--- config.mk ---
export PLATFORM = sky130hd
export DESIGN_NAME = gamepad_report_translator_core
export DESIGN_NICKNAME = d
export VERILOG_FILES = /design/src/rtl/grt_pkg.sv /design/src/rtl/gamepad_report_translator_core.sv
export SDC_FILE = /design/constraint.sdc
export NUM_CORES = 1
export LEC_CHECK = 0
export BUFFER_PORTS_ARGS = -buffer_cell sky130_fd_sc_hd__buf_4
export CORE_MARGIN = 2
export CORE_UTILIZATION = 40
export CTS_CLUSTER_SIZE = 10
export DETAILED_ROUTE_END_ITERATION = 12
export GPL_ROUTABILITY_DRIVEN = 0
export MAX_ROUTING_LAYER = met4
export PLACE_DENSITY_LB_ADDON = 0.12
export SLEW_MARGIN = 20
export SYNTH_ARGS = -nofsm -noshare
export SYNTH_HDL_FRONTEND = slang
export SYNTH_SLANG_ARGS = --single-unit
--- constraint.sdc ---
create_clock -name clk_i -period 12.4 [get_ports clk_i]
set_clock_uncertainty 0.2 [all_clocks]
set_input_delay 0.62 -clock clk_i [delete_from_list [all_inputs] [get_ports clk_i]]
set_output_delay 0.62 -clock clk_i [all_outputs]
set_load 0.02 [all_outputs]
--- src/rtl/grt_pkg.sv ---
// Shared constants and helper functions for the gamepad report translator.
package grt_pkg;

  localparam int unsigned NumSticks = 4;
  localparam logic [7:0]  ReportIdPad = 8'h01;
  localparam logic [7:0]  StickDeadband = 8'd2;

  // Stick order: left X, left Y, right X, right Y.
  localparam int unsigned StickLx = 0;
  localparam int unsigned StickLy = 1;
  localparam int unsigned StickRx = 2;
  localparam int unsigned StickRy = 3;

  // Hat encodings (low nibble of the hat/face byte); 8..15 mean centered.
  localparam logic [3:0] HatN  = 4'd0;
  localparam logic [3:0] HatNE = 4'd1;
  localparam logic [3:0] HatE  = 4'd2;
  localparam logic [3:0] HatSE = 4'd3;
  localparam logic [3:0] HatS  = 4'd4;
  localparam logic [3:0] HatSW = 4'd5;
  localparam logic [3:0] HatW  = 4'd6;
  localparam logic [3:0] HatNW = 4'd7;

  // Direction bits in the pad button word: up, down, left, right.
  localparam logic [3:0] DirUp    = 4'b0001;
  localparam logic [3:0] DirDown  = 4'b0010;
  localparam logic [3:0] DirLeft  = 4'b0100;
  localparam logic [3:0] DirRight = 4'b1000;
  localparam logic [3:0] DirNone  = 4'b0000;

  function automatic logic [3:0] hat_dirs(input logic [3:0] hat);
    logic [3:0] d;
    unique case (hat)
      HatN:    d = DirUp;
      HatNE:   d = DirUp | DirRight;
      HatE:    d = DirRight;
      HatSE:   d = DirDown | DirRight;
      HatS:    d = DirDown;
      HatSW:   d = DirDown | DirLeft;
      HatW:    d = DirLeft;
      HatNW:   d = DirUp | DirLeft;
      default: d = DirNone;
    endcase
    return d;
  endfunction

  // Remap the raw hat/face, shoulder and system bits to the pad button word.
  function automatic logic [15:0] map_buttons(input logic [7:0] hat_face,
                                              input logic [7:0] shoulder,
                                              input logic [1:0] sys_bits);
    logic [15:0] b;
    b        = 16'h0000;
    b[3:0]   = hat_dirs(hat_face[3:0]);
    b[4]     = shoulder[5];  // option -> start
    b[5]     = shoulder[4];  // share  -> back
    b[6]     = shoulder[6];
    b[7]     = shoulder[7];
    b[8]     = shoulder[0];
    b[9]     = shoulder[1];
    b[10]    = sys_bits[0];
    b[11]    = sys_bits[1];
    b[12]    = hat_face[5];  // cross
    b[13]    = hat_face[6];  // circle
    b[14]    = hat_face[4];  // square
    b[15]    = hat_face[7];  // triangle
    return b;
  endfunction

  function automatic logic moved(input logic [7:0] a, input logic [7:0] b);
    logic [7:0] d;
    d = (a > b) ? (a - b) : (b - a);
    return d > StickDeadband;
  endfunction

  // s = (raw * 65535) >> 8, then offset to signed; Y axes are inverted.
  function automatic logic [15:0] scale_axis(input logic [7:0] raw,
                                             input logic       invert);
    logic [23:0] prod;
    logic [15:0] s;
    prod = {raw, 16'h0000} - {16'h0000, raw};
    s    = prod[23:8];
    return invert ? (~s ^ 16'h8000) : (s ^ 16'h8000);
  endfunction

endpackage

--- src/rtl/gamepad_report_translator_core.sv ---
// Gamepad report translator: change detect, button remap, stick scaling.
//
//  channel | dir | handshake            | payload
//  --------+-----+----------------------+------------------------------------------
//  in      | in  | in_valid_i/in_stall_o  | report_id_i .. host_rumble_right_i
//  out     | out | out_valid_o/out_stall_i| pad_changed_o .. motor_right_drive_o
//
// One transaction per clock sustained while out_stall_i stays low. A report goes
// input register -> result register: it is accepted into the input register and
// loads the result register once that register is free. One layer of compare/
// remap/scale logic sits between the two registers.
// Reports with an id other than 1 are dropped in the input stage with no result.
// Reset (rst_ni low, async) empties both stages and zeroes previous/held state.
// A stalled result holds; the input stage keeps accepting while it can drain.
module gamepad_report_translator_core (
  input  logic        clk_i,
  input  logic        rst_ni,

  input  logic        in_valid_i,
  output logic        in_stall_o,
  input  logic [7:0]  report_id_i,
  input  logic [7:0]  left_x_i,
  input  logic [7:0]  left_y_i,
  input  logic [7:0]  right_x_i,
  input  logic [7:0]  right_y_i,
  input  logic [7:0]  hat_face_byte_i,
  input  logic [7:0]  shoulder_byte_i,
  input  logic [7:0]  system_byte_i,
  input  logic [7:0]  left_trigger_in_i,
  input  logic [7:0]  right_trigger_in_i,
  input  logic [7:0]  host_rumble_left_i,
  input  logic [7:0]  host_rumble_right_i,

  output logic        out_valid_o,
  input  logic        out_stall_i,
  output logic        pad_changed_o,
  output logic [15:0] pad_buttons_o,
  output logic [7:0]  left_trigger_out_o,
  output logic [7:0]  right_trigger_out_o,
  output logic signed [15:0] stick_left_x_o,
  output logic signed [15:0] stick_left_y_o,
  output logic signed [15:0] stick_right_x_o,
  output logic signed [15:0] stick_right_y_o,
  output logic [7:0]  motor_left_drive_o,
  output logic [7:0]  motor_right_drive_o
);

  // ---------------------------------------------------------------------------
  // Input register
  // ---------------------------------------------------------------------------
  logic       s1_valid_q, s1_valid_d;
  logic [7:0] s1_id_q;
  logic [7:0] s1_stick_q [grt_pkg::NumSticks];
  logic [7:0] s1_hat_face_q, s1_shoulder_q;
  logic [1:0] s1_sys_q;
  logic [7:0] s1_trig_l_q, s1_trig_r_q;
  logic [7:0] s1_rumble_l_q, s1_rumble_r_q;

  logic in_accept;
  logic s1_is_pad;    // input stage holds a report with the pad id
  logic out_free;     // result register can take a new transaction this edge
  logic s1_advance;   // input stage empties this edge
  logic state_upd;    // pad report retires into the result register

  assign s1_is_pad  = (s1_id_q == grt_pkg::ReportIdPad);
  assign out_free   = !out_valid_o || !out_stall_i;
  // Foreign ids just drain; pad reports need room downstream.
  assign s1_advance = s1_valid_q && (!s1_is_pad || out_free);
  assign state_upd  = s1_valid_q && s1_is_pad && out_free;
  assign in_stall_o = s1_valid_q && !s1_advance;
  assign in_accept  = in_valid_i && !in_stall_o;

  always_comb begin
    s1_valid_d = s1_valid_q;
    if (in_accept) begin
      s1_valid_d = 1'b1;
    end else if (s1_advance) begin
      s1_valid_d = 1'b0;
    end
  end

  always_ff @(posedge clk_i or negedge rst_ni) begin
    if (!rst_ni) begin
      s1_valid_q <= 1'b0;
    end else begin
      s1_valid_q <= s1_valid_d;
    end
  end

  always_ff @(posedge clk_i) begin
    if (in_accept) begin
      s1_id_q                         <= report_id_i;
      s1_stick_q[grt_pkg::StickLx]    <= left_x_i;
      s1_stick_q[grt_pkg::StickLy]    <= left_y_i;
      s1_stick_q[grt_pkg::StickRx]    <= right_x_i;
      s1_stick_q[grt_pkg::StickRy]    <= right_y_i;
      s1_hat_face_q                   <= hat_face_byte_i;
      s1_shoulder_q                   <= shoulder_byte_i;
      s1_sys_q                        <= system_byte_i[1:0];  // counter dropped
      s1_trig_l_q                     <= left_trigger_in_i;
      s1_trig_r_q                     <= right_trigger_in_i;
      s1_rumble_l_q                   <= host_rumble_left_i;
      s1_rumble_r_q                   <= host_rumble_right_i;
    end
  end

  // ---------------------------------------------------------------------------
  // Previous-report and held pad state
  // ---------------------------------------------------------------------------
  logic [7:0]  prev_stick_q [grt_pkg::NumSticks];
  logic [7:0]  prev_hat_face_q, prev_shoulder_q;
  logic [1:0]  prev_sys_q;
  logic [7:0]  prev_trig_l_q, prev_trig_r_q;

  logic [15:0] held_buttons_q, held_buttons_d;
  logic [7:0]  held_trig_l_q, held_trig_l_d;
  logic [7:0]  held_trig_r_q, held_trig_r_d;
  logic [15:0] held_stick_q [grt_pkg::NumSticks];
  logic [15:0] held_stick_d [grt_pkg::NumSticks];

  logic [grt_pkg::NumSticks-1:0] stick_moved;
  logic changed;

  always_comb begin
    for (int i = 0; i < grt_pkg::NumSticks; i++) begin
      stick_moved[i] = grt_pkg::moved(prev_stick_q[i], s1_stick_q[i]);
    end
  end

  // Button bytes and triggers compare exactly; sticks use a +/-2 deadband.
  assign changed = (|stick_moved)
                || (prev_hat_face_q != s1_hat_face_q)
                || (prev_shoulder_q != s1_shoulder_q)
                || (prev_sys_q      != s1_sys_q)
                || (prev_trig_l_q   != s1_trig_l_q)
                || (prev_trig_r_q   != s1_trig_r_q);

  always_comb begin
    held_buttons_d = held_buttons_q;
    held_trig_l_d  = held_trig_l_q;
    held_trig_r_d  = held_trig_r_q;
    for (int i = 0; i < grt_pkg::NumSticks; i++) begin
      held_stick_d[i] = held_stick_q[i];
    end
    if (changed) begin
      held_buttons_d = grt_pkg::map_buttons(s1_hat_face_q, s1_shoulder_q, s1_sys_q);
      held_trig_l_d  = s1_trig_l_q;
      held_trig_r_d  = s1_trig_r_q;
      // Y axes (odd index) are inverted so up is positive.
      held_stick_d[grt_pkg::StickLx] =
          grt_pkg::scale_axis(s1_stick_q[grt_pkg::StickLx], 1'b0);
      held_stick_d[grt_pkg::StickLy] =
          grt_pkg::scale_axis(s1_stick_q[grt_pkg::StickLy], 1'b1);
      held_stick_d[grt_pkg::StickRx] =
          grt_pkg::scale_axis(s1_stick_q[grt_pkg::StickRx], 1'b0);
      held_stick_d[grt_pkg::StickRy] =
          grt_pkg::scale_axis(s1_stick_q[grt_pkg::StickRy], 1'b1);
    end
  end

  always_ff @(posedge clk_i or negedge rst_ni) begin
    if (!rst_ni) begin
      for (int i = 0; i < grt_pkg::NumSticks; i++) begin
        prev_stick_q[i] <= 8'h00;
        held_stick_q[i] <= 16'h0000;
      end
      prev_hat_face_q <= 8'h00;
      prev_shoulder_q <= 8'h00;
      prev_sys_q      <= 2'b00;
      prev_trig_l_q   <= 8'h00;
      prev_trig_r_q   <= 8'h00;
      held_buttons_q  <= 16'h0000;
      held_trig_l_q   <= 8'h00;
      held_trig_r_q   <= 8'h00;
    end else if (state_upd) begin
      for (int i = 0; i < grt_pkg::NumSticks; i++) begin
        prev_stick_q[i] <= s1_stick_q[i];
        held_stick_q[i] <= held_stick_d[i];
      end
      prev_hat_face_q <= s1_hat_face_q;
      prev_shoulder_q <= s1_shoulder_q;
      prev_sys_q      <= s1_sys_q;
      prev_trig_l_q   <= s1_trig_l_q;
      prev_trig_r_q   <= s1_trig_r_q;
      held_buttons_q  <= held_buttons_d;
      held_trig_l_q   <= held_trig_l_d;
      held_trig_r_q   <= held_trig_r_d;
    end
  end

  // ---------------------------------------------------------------------------
  // Result register
  // ---------------------------------------------------------------------------
  logic       out_valid_q, out_valid_d;
  logic       use_host;
  logic [7:0] motor_l_d, motor_r_d;

  // Host rumble wins when either byte is nonzero; else triggers drive motors.
  assign use_host  = (s1_rumble_l_q != 8'h00) || (s1_rumble_r_q != 8'h00);
  assign motor_l_d = use_host ? s1_rumble_l_q : s1_trig_l_q;
  assign motor_r_d = use_host ? s1_rumble_r_q : s1_trig_r_q;

  always_comb begin
    out_valid_d = out_valid_q;
    if (state_upd) begin
      out_valid_d = 1'b1;
    end else if (!out_stall_i) begin
      out_valid_d = 1'b0;
    end
  end

  always_ff @(posedge clk_i or negedge rst_ni) begin
    if (!rst_ni) begin
      out_valid_q <= 1'b0;
    end else begin
      out_valid_q <= out_valid_d;
    end
  end

  always_ff @(posedge clk_i) begin
    if (state_upd) begin
      pad_changed_o       <= changed;
      pad_buttons_o       <= held_buttons_d;
      left_trigger_out_o  <= held_trig_l_d;
      right_trigger_out_o <= held_trig_r_d;
      stick_left_x_o      <= held_stick_d[grt_pkg::StickLx];
      stick_left_y_o      <= held_stick_d[grt_pkg::StickLy];
      stick_right_x_o     <= held_stick_d[grt_pkg::StickRx];
      stick_right_y_o     <= held_stick_d[grt_pkg::StickRy];
      motor_left_drive_o  <= motor_l_d;
      motor_right_drive_o <= motor_r_d;
    end
  end

  assign out_valid_o = out_valid_q;

  // ---------------------------------------------------------------------------
  // Assertions
  // ---------------------------------------------------------------------------
  // A new result only follows a pad-id report in the input stage.
  a_result_from_pad: assert property (@(posedge clk_i) disable iff (!rst_ni)
    $rose(out_valid_q) |-> $past(s1_valid_q && s1_is_pad))
    else $error("result raised without a pad report");

  // Previous-report state moves only when a pad report retires.
  a_prev_stable: assert property (@(posedge clk_i) disable iff (!rst_ni)
    !state_upd |=> ($stable(prev_hat_face_q) && $stable(prev_trig_l_q)
                    && $stable(prev_sys_q)))
    else $error("previous report changed without a retiring pad report");

  // An unchanged report must leave the held pad state alone.
  a_held_kept: assert property (@(posedge clk_i) disable iff (!rst_ni)
    (state_upd && !changed) |=> ($stable(held_buttons_q) && $stable(held_trig_r_q)))
    else $error("held state rebuilt on an unchanged report");

  // Foreign report ids never stall the input side.
  a_drop_no_stall: assert property (@(posedge clk_i) disable iff (!rst_ni)
    (s1_valid_q && !s1_is_pad) |-> !in_stall_o)
    else $error("dropped report stalled the input");

endmodule
==> results.md <==
* Status: completed
* Number of H-tree levels at 2
* Final setup TNS at 0 ns
* DR iter-0 viols at 725
* Routed wire length per instance at 17.4 um
* Via Count at 11500
* Fin crit period at 5.01 ns
* Antenna violations before repair at 3
* Power Density at 131 nW/um^2
* Top cells by area, synth: edfxtp_1 35%, dfrtp_1 23%, mux2_2 8.0%
* Worst Tran Pin Value at 1.03 ns
* Most frequent CP cell: inv_1
* Final critical-path share of the clock period at 40.4%
* CP arrival at 5.14 ns
* GR Util All Layers at 18.1%
* Remaining routing DRC violations at 0
* CP Class: flip-flop to flip-flop
* CTS tree: yes
* Worst vdd ir at 0.107 mV
* Max cap viols at 0
* Number of buffers created by CTS at 45
* CP required at 12.53 ns
* PortBufs at 208
* HPWL after DPL at 24900 um
* GR Overflow Total at 0
* Sequential area share after synthesis at 58.4%
* Syn Area/Cell at 12.7 um^2
* Core Rows at 76
* Slew HR at 31.2%
* CP max FO at 50
* Layout cell share with drive strength beyond 1 at 26.0%
* First-pass DRT Iterations at 6
* CP endpoint kind: flip-flop
* Vias in the first global route at 11800
* Layout Area Growth over Synthesis at 24.2%
* Fin nets at 1833
* Leak Pwr at 0.00941 uW
* Die Y at 214 um
* DIE WIDTH at 214 um
* Most used DFF post-synth: edfxtp_1
* Area share of the largest cell type after synthesis at 34.6%
* Post-Route Utilization at 50.5%
* Clk_lat worst skew at 0.59 ns
* Post-CTS setup buffers at 0
* Final Hold Fails at 0
* Flops & latches, synth at 371
* CP Launch Type: flip-flop
* Pins over their slew limit at 0
* Mapped Nets at 1553
* Critical Path, Cell by Cell: inv_1 -> ha_1 -> inv_1 -> fa_1 -> a21oi_2 -> o21ba_2 -> xnor2_1 -> a2111oi_1 -> nand4_1 -> a221oi_2 -> nand3_4 -> buf_4 -> mux2_1
* Starting Density at 40.7%
* Die area at 45700 um^2
* Cells after synthesis at 1385
* EDFF count, synth at 203
* Synth async-reset ratio at 44.2%
* Core Area at 43300 um^2
* Critical Path Slowest Stage Cell: nand3_4
* Post-layout power at 2860 uW
* YS warnings at 0
* # setup viols final at 0
* Clk sink count at 371
* Largest net degree at the start of global routing at 122
* Via density at 5.03
* Unrepaired setup endpoints after global routing: no
* # IOs at 215
* Hold crit path type: primary input to flip-flop
* Post-Route WL at 39900 um
* First-pass GRT wire length at 63200 um
* Post-Syn Area at 17600 um^2
* Synth area leader: edfxtp_1
* CP peak stage delay at 0.67 ns
* CTS max path bufs at 3
* Root Driver: clkbuf_16
* Distinct cells, synth at 73
* FMAX at 0.199 GHz
* Antenna-violating nets left at 0
* CTS clk-pin slew, worst paths at 0.06 ns
## logic make-up (layout without fill, tap and decap cells)
| family | count (synthesis) | in the layout | synth area share, % |
|---|---|---|---|
| DFF | 371 | 371 | 58.4 |
| and+or+nand+nor | 324 | 324 | 8.48 |
| AOI/OAI and AO/OA | 209 | 209 | 7.82 |
| muxes | 202 | 202 | 13.5 |
| buffers and inverters | 152 | 467 | 3.72 |
| adders and majority gates | 68 | 68 | 5.17 |
| xor gates and xnor gates | 59 | 59 | 2.93 |
| other | 0 | 3 | 0 |
## metrics by stage
| step | instance area, um^2 | setup WS, ns | hold WS [ns] | cells |
|---|---|---|---|---|
| 2_1_floorplan | 17600 | 7.20 | 0.124 | 1385 |
| 3_3_place_gp | 19700 | 7.37 | 0.260 | 2125 |
| 3_5_place_dp | 19700 | 7.37 | 0.267 | 2125 |
| 4_1_cts | 21800 | 7.36 | 0.00646 | 2284 |
| 5_1_grt | 21900 | 7.11 | 0.0101 | 2288 |
| 6_report | 21900 | 7.39 | 0.0424 | 2288 |
## final cells by class
| class | instances | area [um^2] |
|---|---|---|
| clock inverters | 5 | 72.6 |
| flip-flops and latches | 371 | 10300 |
| well taps | 585 | 732 |
| clock buffers | 77 | 1310 |
| repair buffers | 293 | 2420 |
| diodes | 3 | 7.51 |
| multi-input cells | 862 | 6690 |
| fillers | 3744 | 21400 |
| inverters | 92 | 355 |
## synth_stat cells, types with 5 or more instances
| master | instances |
|---|---|
| nor4_1 | 13 |
| a22oi_1 | 5 |
| mux2_2 | 125 |
| xnor2_1 | 28 |
| edfxtp_1 | 203 |
| a31oi_1 | 8 |
| o21ai_0 | 63 |
| inv_1 | 90 |
| a221oi_1 | 5 |
| a21oi_1 | 42 |
| nand4_1 | 19 |
| nand2_1 | 164 |
| nand2b_1 | 10 |
| nor2b_1 | 8 |
| o31ai_1 | 5 |
| buf_1 | 6 |
| buf_6 | 8 |
| buf_2 | 17 |
| xor2_1 | 31 |
| nand3_1 | 19 |
| clkbuf_1 | 28 |
| a211oi_1 | 8 |
| ha_1 | 60 |
| fa_1 | 8 |
| a21o_1 | 27 |
| nor3_1 | 22 |
| a311oi_1 | 5 |
| mux2_1 | 39 |
| nand3b_1 | 5 |
| mux2_4 | 30 |
| mux2i_1 | 8 |
| dfrtp_1 | 164 |
| nor2_1 | 43 |
## placed cells by master (no fill, tap or decap), types with 9 or more instances in the layout
cell / synthesis / routed
nor3_1: 22 / 22
a21oi_1: 42 / 42
nor2_1: 43 / 43
clkbuf_16: 0 / 46
clkbuf_1: 28 / 27
mux2_4: 30 / 30
xnor2_1: 28 / 28
dlygate4sd3_1: 0 / 77
nand2b_1: 10 / 9
o21ai_0: 63 / 63
nor4_1: 13 / 13
nand4_1: 19 / 19
a21o_1: 27 / 27
edfxtp_1: 203 / 203
mux2_1: 39 / 39
nand3_1: 19 / 19
ha_1: 60 / 60
xor2_1: 31 / 31
inv_1: 90 / 89
nand2_1: 164 / 164
dfrtp_1: 164 / 164
buf_4: 1 / 214
mux2_2: 125 / 125
## critical path: cells and delay by family, from the launching register on
family,cells,cell delay (ns)
xor+xnor,1,0.06
buf+inv,3,0.79
fa+ha+maj,2,0.57
mux,1,0.43
compound gates,4,1.29
simple gates,2,0.90
flops,1,0.51
## sequential cells by signal (all words and copies together) (netlist names), 16 cells and up, named ones only
| signal | flops |
|---|---|
| stick_right_x_o | 16 |
| s1_stick_q | 32 |
| held_stick_q | 64 |
| pad_buttons_o | 16 |
| stick_left_y_o | 16 |
| held_buttons_q | 16 |
| stick_right_y_o | 16 |
| stick_left_x_o | 16 |
| prev_stick_q | 32 |
## power breakdown
part / switching [uW] / internal (uW)
logic: 125 / 119
registers: 34.4 / 1350
clock network: 513 / 720
## layer usage
layer | share of wire [%] | up-vias | track usage (%)
met4 | 2.2 | 0 | 5.77
met3 | 5.3 | 64 | 3.68
li1 | - | 5537 | -
met5 | 0 | - | -
met2 | 47 | 293 | 28.8
met1 | 45 | 5625 | 23.5
## path summary, 6_finish.rpt
| kind | startpoint | endpoint | slack (ns) | cells past startpoint |
|---|---|---|---|---|
| hold / removal | right_x_i[3] | s1_stick_q[2][3]$_DFFE_PP_ | 0.04 | 1 |
| hold reg to reg | held_buttons_q[10]$_DFFE_PN0P_ | held_buttons_q[10]$_DFFE_PN0P_ | 0.28 | 1 |
| setup / recovery | s1_stick_q[2][0]$_DFFE_PP_ | left_trigger_out_o[3]$_DFFE_PP_ | 7.39 | 13 |
| min in group asynchronous | rst_ni | held_stick_q[12]$_DFFE_PN0P_ | 0.54 | 2 |
| setup reg to reg | s1_stick_q[2][0]$_DFFE_PP_ | left_trigger_out_o[3]$_DFFE_PP_ | 7.39 | 13 |
| max in group asynchronous | rst_ni | held_stick_q[32]$_DFFE_PN0P_ | 10.02 | 3 |
## what timing repair did
item / 4_1_cts / 5_1_grt
hold buffers: 77 / 0
resized for setup: 0 / 0
hold endpoints to repair: 115 / 0
Power figures use the tool's default switching activity.
